===== src/h2r_pkg.sv =====
// shared constants for the hsl to rgb converter
package h2r_pkg;

    localparam int NUM_CHAN = 3;
    localparam int CHAN_W = 8;
    localparam logic [CHAN_W-1:0] CHAN_MAX = 8'd255;
    localparam int QUEUE_AW = 2;

endpackage


===== src/hsl_to_rgb_converter.sv =====
// top level of the hsl to rgb pixel converter
// an accepted pixel passes the front register, the fifo, back stages r1 to r6 and the output register
// throughput: one item per cycle while the output is not stalled, set by the fully pipelined back stages
// a 4-entry fifo between front and back absorbs output stalls
// reset: synchronous active-low, clears valid flags, fifo pointers and fifo count only
module hsl_to_rgb_converter #(
    parameter int FRAC_BITS = 12
) (
    input  logic i_clk,
    input  logic i_rst_n,
    input  logic i_s_tvalid,
    output logic o_s_tready,
    // hue, saturation, lightness, zero padding
    input  logic [((3*(FRAC_BITS+1)+7)/8)*8-1:0] i_s_tdata,
    output logic o_m_tvalid,
    input  logic i_m_tready,
    // red, green, blue
    output logic [h2r_pkg::NUM_CHAN*h2r_pkg::CHAN_W-1:0] o_m_tdata
);
    import h2r_pkg::*;

    localparam int W = FRAC_BITS + 1;
    localparam int ITEM_W = (NUM_CHAN + 2) * W;

    logic              push_valid;
    logic              push_ready;
    logic [ITEM_W-1:0] push_item;
    logic              pop_valid;
    logic              pop_ready;
    logic [ITEM_W-1:0] pop_item;

    h2r_front #(
        .FRAC_BITS(FRAC_BITS)
    ) u_front (
        .i_clk        (i_clk),
        .i_rst_n      (i_rst_n),
        .i_s_tvalid   (i_s_tvalid),
        .o_s_tready   (o_s_tready),
        .i_hue        (i_s_tdata[W-1:0]),
        .i_saturation (i_s_tdata[2*W-1:W]),
        .i_lightness  (i_s_tdata[3*W-1:2*W]),
        .o_push_valid (push_valid),
        .i_push_ready (push_ready),
        .o_push_item  (push_item)
    );

    h2r_queue #(
        .WIDTH(ITEM_W)
    ) u_queue (
        .i_clk      (i_clk),
        .i_rst_n    (i_rst_n),
        .i_wr_valid (push_valid),
        .o_wr_ready (push_ready),
        .i_wr_data  (push_item),
        .o_rd_valid (pop_valid),
        .i_rd_ready (pop_ready),
        .o_rd_data  (pop_item)
    );

    h2r_back #(
        .FRAC_BITS(FRAC_BITS)
    ) u_back (
        .i_clk        (i_clk),
        .i_rst_n      (i_rst_n),
        .i_item_valid (pop_valid),
        .o_item_ready (pop_ready),
        .i_item       (pop_item),
        .o_m_tvalid   (o_m_tvalid),
        .i_m_tready   (i_m_tready),
        .o_m_tdata    (o_m_tdata)
    );

endmodule


===== src/h2r_front.sv =====
// front stage: input clamp, per-channel hue offset, wrap and ramp segment select
module h2r_front #(
    parameter int FRAC_BITS = 12
) (
    input  logic                           i_clk,
    input  logic                           i_rst_n,
    input  logic                           i_s_tvalid,
    output logic                           o_s_tready,
    input  logic [FRAC_BITS:0]             i_hue,
    input  logic [FRAC_BITS:0]             i_saturation,
    input  logic [FRAC_BITS:0]             i_lightness,
    output logic                           o_push_valid,
    input  logic                           i_push_ready,
    output logic [(h2r_pkg::NUM_CHAN+2)*(FRAC_BITS+1)-1:0] o_push_item
);
    import h2r_pkg::*;

    localparam int W = FRAC_BITS + 1;
    localparam int VW = FRAC_BITS + 4;
    localparam int UW = FRAC_BITS + 2;
    localparam int DW = FRAC_BITS + 3;
    localparam int ITEM_W = (NUM_CHAN + 2) * W;

    localparam logic [W-1:0] ONE_W = W'(64'd1 << FRAC_BITS);
    localparam logic signed [VW-1:0] ONE_S = VW'(64'd1 << FRAC_BITS);
    localparam logic signed [VW-1:0] FULL_S = VW'(64'd3 << FRAC_BITS);
    localparam logic [DW-1:0] ONE_D = DW'(64'd1 << FRAC_BITS);
    localparam logic [DW-1:0] THREE_D = DW'(64'd3 << FRAC_BITS);
    localparam logic [UW-1:0] TWO_U = UW'(64'd2 << FRAC_BITS);

    logic              r_valid;
    logic [ITEM_W-1:0] r_item;
    logic [ITEM_W-1:0] n_item;

    logic [W-1:0]            hue_c;
    logic [W-1:0]            sat_c;
    logic [W-1:0]            light_c;
    logic signed [VW-1:0]    h3;
    logic signed [VW-1:0]    v_off [NUM_CHAN];
    logic signed [VW-1:0]    v_wrap [NUM_CHAN];
    logic [UW-1:0]           v_u [NUM_CHAN];
    logic [DW-1:0]           v2 [NUM_CHAN];
    logic [UW-1:0]           fall [NUM_CHAN];
    logic [W-1:0]            t_val [NUM_CHAN];

    assign o_s_tready = !r_valid || i_push_ready;
    assign o_push_valid = r_valid;
    assign o_push_item = r_item;

    always_comb begin
        hue_c = (i_hue > ONE_W) ? ONE_W : i_hue;
        sat_c = (i_saturation > ONE_W) ? ONE_W : i_saturation;
        light_c = (i_lightness > ONE_W) ? ONE_W : i_lightness;
        h3 = signed'(VW'(hue_c)) + (signed'(VW'(hue_c)) <<< 1);
        n_item = '0;
        n_item[W-1:0] = light_c;
        n_item[2*W-1:W] = sat_c;
        for (int c = 0; c < NUM_CHAN; c++) begin
            // red leads green by a third of a turn, blue trails it
            if (c == 0) begin
                v_off[c] = h3 + ONE_S;
            end else if (c == 1) begin
                v_off[c] = h3;
            end else begin
                v_off[c] = h3 - ONE_S;
            end
            priority if (v_off[c] < 0) begin
                v_wrap[c] = v_off[c] + FULL_S;
            end else if (v_off[c] > FULL_S) begin
                v_wrap[c] = v_off[c] - FULL_S;
            end else begin
                v_wrap[c] = v_off[c];
            end
            v_u[c] = v_wrap[c][UW-1:0];
            v2[c] = {v_u[c], 1'b0};
            fall[c] = TWO_U - v_u[c];
            priority if (v2[c] < ONE_D) begin
                t_val[c] = v2[c][W-1:0];
            end else if (v2[c] < THREE_D) begin
                t_val[c] = ONE_W;
            end else if (v_u[c] < TWO_U) begin
                t_val[c] = {fall[c][FRAC_BITS-1:0], 1'b0};
            end else begin
                t_val[c] = '0;
            end
            n_item[(c+2)*W +: W] = t_val[c];
        end
    end

    always_ff @(posedge i_clk) begin
        if (!i_rst_n) begin
            r_valid <= 1'b0;
        end else if (o_s_tready) begin
            r_valid <= i_s_tvalid;
        end
    end

    always_ff @(posedge i_clk) begin
        if (i_s_tvalid && o_s_tready) begin
            r_item <= n_item;
        end
    end

endmodule


===== src/h2r_queue.sv =====
// small fifo between the front and back stages
module h2r_queue #(
    parameter int WIDTH = 8
) (
    input  logic             i_clk,
    input  logic             i_rst_n,
    input  logic             i_wr_valid,
    output logic             o_wr_ready,
    input  logic [WIDTH-1:0] i_wr_data,
    output logic             o_rd_valid,
    input  logic             i_rd_ready,
    output logic [WIDTH-1:0] o_rd_data
);
    import h2r_pkg::*;

    localparam int DEPTH = 1 << QUEUE_AW;
    localparam logic [QUEUE_AW:0] DEPTH_C = (QUEUE_AW+1)'(DEPTH);

    logic [WIDTH-1:0]    r_mem [DEPTH];
    logic [QUEUE_AW-1:0] r_wr_ptr;
    logic [QUEUE_AW-1:0] r_rd_ptr;
    logic [QUEUE_AW:0]   r_count;
    logic                do_wr;
    logic                do_rd;

    assign o_wr_ready = r_count != DEPTH_C;
    assign o_rd_valid = r_count != '0;
    assign o_rd_data = r_mem[r_rd_ptr];
    assign do_wr = i_wr_valid && o_wr_ready;
    assign do_rd = o_rd_valid && i_rd_ready;

    always_ff @(posedge i_clk) begin
        if (!i_rst_n) begin
            r_wr_ptr <= '0;
            r_rd_ptr <= '0;
            r_count <= '0;
        end else begin
            if (do_wr) begin
                r_wr_ptr <= r_wr_ptr + 1'b1;
            end
            if (do_rd) begin
                r_rd_ptr <= r_rd_ptr + 1'b1;
            end
            unique case ({do_wr, do_rd})
                2'b10:   r_count <= r_count + 1'b1;
                2'b01:   r_count <= r_count - 1'b1;
                default: r_count <= r_count;
            endcase
        end
    end

    always_ff @(posedge i_clk) begin
        if (do_wr) begin
            r_mem[r_wr_ptr] <= i_wr_data;
        end
    end

endmodule


===== src/h2r_back.sv =====
// back pipeline: helper levels, ramp products, scale by 255 and saturate
module h2r_back #(
    parameter int FRAC_BITS = 12
) (
    input  logic i_clk,
    input  logic i_rst_n,
    input  logic i_item_valid,
    output logic o_item_ready,
    input  logic [(h2r_pkg::NUM_CHAN+2)*(FRAC_BITS+1)-1:0] i_item,
    output logic o_m_tvalid,
    input  logic i_m_tready,
    output logic [h2r_pkg::NUM_CHAN*h2r_pkg::CHAN_W-1:0] o_m_tdata
);
    import h2r_pkg::*;

    localparam int F = FRAC_BITS;
    localparam int W = F + 1;
    localparam int HW = 2 * F + 1;
    localparam int XW = 2 * F + 2;
    localparam int CW = 2 * F + 9;
    localparam int SW = 2 * F + 10;
    localparam int NSTG = 6;

    localparam logic [W-1:0] HALF_W = W'(64'd1 << (F - 1));

    logic              en;
    logic [NSTG-1:0]   r_vld;
    logic              r_out_vld;
    logic [NUM_CHAN*CHAN_W-1:0] r_out_data;
    logic [NUM_CHAN*CHAN_W-1:0] n_out_data;

    logic [W-1:0]  in_l;
    logic [W-1:0]  in_s;
    logic [W-1:0]  in_t [NUM_CHAN];

    logic [W-1:0]  r1_l;
    logic [W-1:0]  r1_s;
    logic [2*W-1:0] r1_p;
    logic [W-1:0]  r1_t [NUM_CHAN];

    logic [XW-1:0] n2_hi;
    logic [HW-1:0] r2_hi;
    logic [XW-1:0] r2_lsh2;
    logic [W-1:0]  r2_t [NUM_CHAN];

    logic [XW-1:0] n3_lo;
    logic [XW-1:0] n3_d;
    logic [HW-1:0] r3_lo;
    logic [F:0]    r3_dh;
    logic [F-1:0]  r3_dl;
    logic [W-1:0]  r3_t [NUM_CHAN];

    logic [HW-1:0] r4_lo;
    logic [XW-1:0] r4_mh [NUM_CHAN];
    logic [HW-1:0] r4_ml [NUM_CHAN];

    logic [CW-1:0] n5_c [NUM_CHAN];
    logic [XW-1:0] r5_a [NUM_CHAN];
    logic [F+8:0]  r5_c [NUM_CHAN];

    logic [SW-1:0] r6_a255 [NUM_CHAN];
    logic [F+8:0]  r6_c [NUM_CHAN];

    logic [SW-1:0] n_sum [NUM_CHAN];
    logic [9:0]    n_lvl [NUM_CHAN];

    assign en = !r_out_vld || i_m_tready;
    assign o_item_ready = en;
    assign o_m_tvalid = r_out_vld;
    assign o_m_tdata = r_out_data;

    always_comb begin
        in_l = i_item[W-1:0];
        in_s = i_item[2*W-1:W];
        for (int c = 0; c < NUM_CHAN; c++) begin
            in_t[c] = i_item[(c+2)*W +: W];
        end
        // upper helper level at scale one squared
        if (r1_l < HALF_W) begin
            n2_hi = (XW'(r1_l) << F) + XW'(r1_p);
        end else begin
            n2_hi = ((XW'(r1_l) + XW'(r1_s)) << F) - XW'(r1_p);
        end
        n3_lo = r2_lsh2 - XW'(r2_hi);
        n3_d = (XW'(r2_hi) << 1) - r2_lsh2;
        n_out_data = '0;
        for (int c = 0; c < NUM_CHAN; c++) begin
            n5_c[c] = (CW'(r4_ml[c]) << 8) - CW'(r4_ml[c]);
            n_sum[c] = r6_a255[c] + SW'(r6_c[c]);
            n_lvl[c] = n_sum[c][SW-1:2*F];
            n_out_data[c*CHAN_W +: CHAN_W] =
                (n_lvl[c] > 10'(CHAN_MAX)) ? CHAN_MAX : n_lvl[c][CHAN_W-1:0];
        end
    end

    always_ff @(posedge i_clk) begin
        if (!i_rst_n) begin
            r_vld <= '0;
            r_out_vld <= 1'b0;
        end else if (en) begin
            r_vld <= {r_vld[NSTG-2:0], i_item_valid};
            r_out_vld <= r_vld[NSTG-1];
        end
    end

    always_ff @(posedge i_clk) begin
        if (en) begin
            r1_l <= in_l;
            r1_s <= in_s;
            r1_p <= (2*W)'(in_l) * (2*W)'(in_s);
            r2_hi <= n2_hi[HW-1:0];
            r2_lsh2 <= XW'(r1_l) << (F + 1);
            r3_lo <= n3_lo[HW-1:0];
            r3_dh <= n3_d[2*F:F];
            r3_dl <= n3_d[F-1:0];
            r4_lo <= r3_lo;
            for (int c = 0; c < NUM_CHAN; c++) begin
                r1_t[c] <= in_t[c];
                r2_t[c] <= r1_t[c];
                r3_t[c] <= r2_t[c];
                r4_mh[c] <= XW'(r3_dh) * XW'(r3_t[c]);
                r4_ml[c] <= HW'(r3_dl) * HW'(r3_t[c]);
                r5_a[c] <= XW'(r4_lo) + r4_mh[c];
                r5_c[c] <= n5_c[c][CW-1:F];
                r6_a255[c] <= (SW'(r5_a[c]) << 8) - SW'(r5_a[c]);
                r6_c[c] <= r5_c[c];
            end
            r_out_data <= n_out_data;
        end
    end

endmodule


===== config.mk =====
export PLATFORM = sky130hd
export DESIGN_NAME = hsl_to_rgb_converter
export DESIGN_NICKNAME = d
export VERILOG_FILES = /design/src/h2r_pkg.sv /design/src/hsl_to_rgb_converter.sv /design/src/h2r_front.sv /design/src/h2r_queue.sv /design/src/h2r_back.sv
export SDC_FILE = /design/constraint.sdc
export NUM_CORES = 2
export LEC_CHECK = 0
export BUFFER_PORTS_ARGS = -buffer_cell sky130_fd_sc_hd__buf_2
export CAP_MARGIN = 10
export CORE_ASPECT_RATIO = 1.75
export CORE_MARGIN = 4
export CORE_UTILIZATION = 55
export CTS_CLUSTER_SIZE = 14
export DETAILED_ROUTE_END_ITERATION = 8
export GPL_TIMING_DRIVEN = 0
export PLACE_DENSITY = 0.71
export SLEW_MARGIN = 5
export SYNTH_ARGS = -nofsm -noshare
export SYNTH_HDL_FRONTEND = slang
export SYNTH_SLANG_ARGS = --single-unit

===== constraint.sdc =====
create_clock -name i_clk -period 18.85 [get_ports i_clk]
set_input_delay 0.9425 -clock i_clk [delete_from_list [all_inputs] [get_ports i_clk]]
set_output_delay 0.9425 -clock i_clk [all_outputs]
set_load 0.01 [all_outputs]

# == Word level (Yosys, flattened, before mapping) ==
# Memory sizes are Yosys's and may differ from the RTL's. A register that Yosys moved wholly into a read port is not among the register bits.
# Index checks and enable logic that the tools add are counted.
# word_totals
regBits,267
latch_bits,0
ram_bits,836
romBits,0
input_bits,44
output_inout_bits,26
elab_cells,135
n_memories,10
# mem_list
name,depth,width,rd,rd_clocked_by_memory_dff,wr,line_no,source
u_queue.r_mem,4,65,1,1,1,h2r_queue.sv:19,logic [WIDTH-1:0] r_mem [DEPTH];
u_back.r6_a255,3,34,3,0,3,h2r_back.sv:61,logic [SW-1:0] r6_a255 [NUM_CHAN];
u_back.r4_mh,3,26,3,0,3,h2r_back.sv:54,logic [XW-1:0] r4_mh [NUM_CHAN];
u_back.r5_a,3,26,3,0,3,h2r_back.sv:58,logic [XW-1:0] r5_a [NUM_CHAN];
u_back.r4_ml,3,25,3,0,3,h2r_back.sv:55,logic [HW-1:0] r4_ml [NUM_CHAN];
u_back.r5_c,3,21,3,0,3,h2r_back.sv:59,logic [F+8:0] r5_c [NUM_CHAN];
+4 memories,-,-,-,-,-,-,
# classes
addsub,33
mul,7
div,0
magnitude_cmp,22
eq_ne,3
shift,0
n_mux,24
bitwise_logic,0
reduce_logical,12
# ops
operator,n
2-to-1 mux 13 bit,10
adder 34 x 21 -> 34 bit,3
subtractor 34 x 26 -> 34 bit,3
subtractor 33 x 25 -> 33 bit,3
2-to-1 mux 14 bit,6
adder 25 x 26 -> 26 bit,3
multiplier 13 x 13 -> 26 bit,3
multiplier 12 x 13 -> 25 bit,3
subtractor 25 bit,3
"less-than comparator 15 x 13 -> 1 bit, second input constant",3
"less-than comparator 15 x 14 -> 1 bit, second input constant",3
"adder 14 x 13 -> 14 bit, second input constant",3
"less-than comparator 14 bit, second input constant",3
"subtractor 14 x 13 -> 14 bit, second input constant",3
"> comparator 13 bit, second input constant",3
"subtractor 1 x 12 -> 12 bit, first input constant",3
"> comparator 16 x 15 -> 1 bit, second input constant",2
"less-than comparator 16 x 1 -> 1 bit, second input constant",2
"> comparator 10 x 8 -> 1 bit, second input constant",3
adder 25 bit,1
multiplier 13 x 13 -> 25 bit,1
2-to-1 mux 25 bit,1
"adder 15 x 13 -> 16 bit, second input constant",1
"subtractor 15 x 13 -> 16 bit, second input constant",1
20 further kinds,31

# == Longest topological paths before layout ==
# logic_depth
ltp_word,11
mapped_depth,25
ltp_nobuf,23

# == By module ==
# From an unflattened synthesis, not the netlist that was laid out.
# unflattened
cells_unflattened,8108
area_unflattened_um2,88522.4
# modules_own_cells
module,instances,cells_each,area_each_um2,seq_area_each_um2
h2r_back,1,7258,74111.1,22902.0
h2r_queue,1,391,9905.8,7987.7
h2r_front,1,459,4505.6,1881.8

# == Least setup slack after synthesis ==
# OpenSTA, ideal clock, no wires.
# synth_timing
path_kind,input-to-reg
from,input port i_m_tready
to,register u_back.r_out_data[0] (netlist: u_back.o_m_tdata[0]) (enable)
setup_ns,1.081
arrival_ns,15.380
required_ns,17.769
setup_slack_ns,2.390
stages,3
path_buffers,1
cell_sequence,nor2b_1 clkbuf_1 inv_1
# synth_between
elab_chain_len,1
# synth_lines
item,line_no,source
"start, declared",hsl_to_rgb_converter.sv:16,"input logic i_m_tready,"
logical OR 1 bit,h2r_back.sv:67,assign en = !r_out_vld || i_m_tready;
"end signal, assigned",h2r_back.sv:128,r_out_data <= n_out_data;
"end, declared",h2r_back.sv:29,logic [NUM_CHAN*CHAN_W-1:0] r_out_data;
# No other way between the ends.
# A chain may end at the register's enable or synchronous reset.

==> results.json <==
{
  "cts_tree": "built",
  "tightest_slew_ns": 1.34,
  "synth.most_common_cell": "inv_1",
  "core_sq_mm": 0.150,
  "ys_seq_area_share_pct": 38.2,
  "nNetsFinal": 9231,
  "worst_ep_arrival_time_ns": 8.92,
  "synth_area_sq_mm": 0.0833,
  "grt_usage_pct": 28.5,
  "cts.repair.resized": 0,
  "setup_viol": 0,
  "dp_hpwl_microns": 175000,
  "finalMaxSlewViolations": 0,
  "placedInstanceArea_sq_mm": 0.0865,
  "yosys.area.top_type_share_pct": 37.8,
  "clock-sinks": 1066,
  "finClkSkew_ns": 0.0213,
  "die_h_microns": 523,
  "hold_viol_final": 0,
  "async_reset_ff_share_pct": 0,
  "fin_util_pct": 59.5,
  "clk_latency_ns": 0.73,
  "fin_crit_sh_pct": 45.0,
  "synth_fp_nets": 9050,
  "rows": 188,
  "clk_pin_slew_ns": 0.07,
  "cts.path.max_buffers": 3,
  "ctsHoldBuffers": 0,
  "io_buffers": 68,
  "stdcell_area_sq_mm": 0.0895,
  "drive_gt1_share_pct": 4.82,
  "vias": 55300,
  "routed_wl_microns": 219000,
  "via_per_inst": 5.69,
  "synth_cell_type_count": 111,
  "slew-limit-headroom_pct": 10.7,
  "seqCellArea_sq_mm": 0.0318,
  "cp_max_fo": 10,
  "die_area_sq_mm": 0.158,
  "start_util_pct": 55.4,
  "grt_start_max_net_pins": 132,
  "htree_levels": 3,
  "fmax_mhz": 118,
  "antenna_found_initial": 11,
  "cts.root.buffer_cell": "clkbuf_16",
  "fillers": 12200,
  "required_ns": 19.29,
  "io_pins": 70,
  "die_x_microns": 302,
  "ant_nets": 0,
  "synthFlopType": "edfxtp_1",
  "status": "finished clean",
  "area.growth.synth_to_final_pct": 7.48,
  "rsz0062_at_grt": "false",
  "crit_type": "reg -> reg",
  "ys_top_cells_by_count": "inv_1, edfxtp_1, nand2_1",
  "ys_seq_elements": 1066,
  "overflow": 0,
  "wl_per_cell_microns": 22.5,
  "max_cap_violations": 0,
  "min_period_ns": 8.48,
  "place.gp.congestion": 1.01,
  "endpoint_kind": "register",
  "syn-instance-count": 7470,
  "numCtsBuffers": 97,
  "synth_enable_flop_cells": 1049,
  "finalSetupTns_ns": 0,
  "ys.warnings.count": 0,
  "synth_area_leader_cell": "edfxtp_1",
  "hold_class": "reg -> reg",
  "syn-mean-instance-area_sq_um": 11.1,
  "cts_setup_buffers": 0,
  "cp-start-kind": "register",
  "multiInputGateArea_sq_mm": 0.0463,
  "grt_pass1_wl_microns": 337000,
  "synthTopCellsByArea": "edfxtp_1, fa_1, ha_1",
  "first_iter_violations": 3254,
  "first_global_vias": 59500,
  "drc": 0,
  "drt-pass1-iter-count": 6
}
[placed cells by master, fill, tap and decap left out, types with 42 or more instances in the layout]
| cell | Yosys | routed |
|---|---|---|
| o21ai_0 | 198 | 198 |
| nand2_1 | 832 | 832 |
| or3_1 | 42 | 42 |
| nand3_1 | 91 | 91 |
| edfxtp_1 | 1049 | 1049 |
| nor3_1 | 117 | 117 |
| clkbuf_16 | 0 | 98 |
| inv_1 | 1129 | 1128 |
| xnor2_1 | 330 | 330 |
| clkbuf_1 | 220 | 241 |
| mux4_2 | 61 | 61 |
| a21o_1 | 135 | 135 |
| a21oi_1 | 224 | 224 |
| nor2_1 | 269 | 269 |
| and2_1 | 422 | 418 |
| ha_1 | 805 | 805 |
| xor2_1 | 93 | 93 |
| nor2b_1 | 98 | 98 |
| fa_1 | 731 | 731 |
| o21a_1 | 55 | 55 |
| buf_2 | 4 | 72 |
[logic make-up after synthesis]
family,Yosys count,share of synthesized area (%)
adders and majority gates,1536,29.7
AOI/OAI and AO/OA,925,7.39
DFF,1066,38.2
and+or+nand+nor,2081,12.2
xor gates and xnor gates,426,4.52
muxes,72,1.79
buffers and inverters,1364,6.19
[worst paths after layout]
check                           slack (ns)  cells after the start          startpoint                  end
worst max-delay path                 10.37                     21     u_back.r3_dl[3]  u_back.r4_ml[0][23]
worst min register to register        0.41                      0  u_back.r2_t[0][34]   u_back.r3_t[0][34]
worst max register to register       10.37                     21     u_back.r3_dl[3]  u_back.r4_ml[0][23]
worst min-delay path                  0.41                      0  u_back.r2_t[0][34]   u_back.r3_t[0][34]
[layer usage]
| metal | routed length (microns) | share of wire (%) | GRT usage (%) | up-vias |
|---|---|---|---|---|
| li1 | - | - | - | 25400 |
| met1 | 71400 | 33 | 28.2 | 27400 |
| met2 | 113000 | 52 | 51.8 | 1658 |
| met3 | 9630 | 4.4 | 3.50 | 836 |
| met4 | 24900 | 11 | 25.5 | 6 |
| met5 | 39 | 0.018 | 0 | - |
[area by class of cell]
cell class,instances,share of cell area (%)
multi-input cells,5040,51.7
flip-flops and latches,1066,35.6
inverters,1131,4.75
clock buffers,120,2.84
well taps,1995,2.79
plain buffers,233,1.02
repair buffers,82,0.766
clock inverters,45,0.519
diodes,3,0.00839
[per-stage QoR]
stage / worst slack [ns] / hold WS (ns) / cells
final: 10.37 / 0.407 / 9715
after global routing: 10.09 / 0.409 / 9715
after CTS: 10.46 / 0.410 / 9711
after detailed placement: 10.53 / 0.405 / 9546
after global placement: -3.10 / 0.401 / 9533
after floorplan: 2.39 / 0.400 / 7470
[registers in the layout, summed over array words and instances (netlist names), 36 cells and up, named ones only]
name,flops
u_queue.r_mem,248
u_back.r6_a255,100
u_back.r5_a,76
u_back.r4_mh,75
u_back.r4_ml,69
u_back.r5_c,63
u_back.r6_c,63
u_front.o_push_item,62
u_back.r1_t,36
u_back.r2_t,36
u_back.r3_t,36
[critical path, stage by stage, from the launching register on]
cell and delay (ns):
edfxtp_1 0.32, clkbuf_1 0.60, buf_8 0.26, clkbuf_1 0.95, nand2_1 0.43, fa_1 0.63
inv_1 0.05, fa_1 0.48, ha_1 0.30, fa_1 0.50, inv_1 0.05, fa_1 0.48
inv_1 0.04, ha_1 0.31, nand2b_1 0.08, a21boi_0 0.18, o311ai_0 0.80, a31oi_1 0.33
and4_1 0.33, o31ai_1 0.39, a21oi_1 0.15, xor2_1 0.50
Power is not shown: default switching activity piles up to over one toggle a cycle in this logic, so the estimate is an artifact.
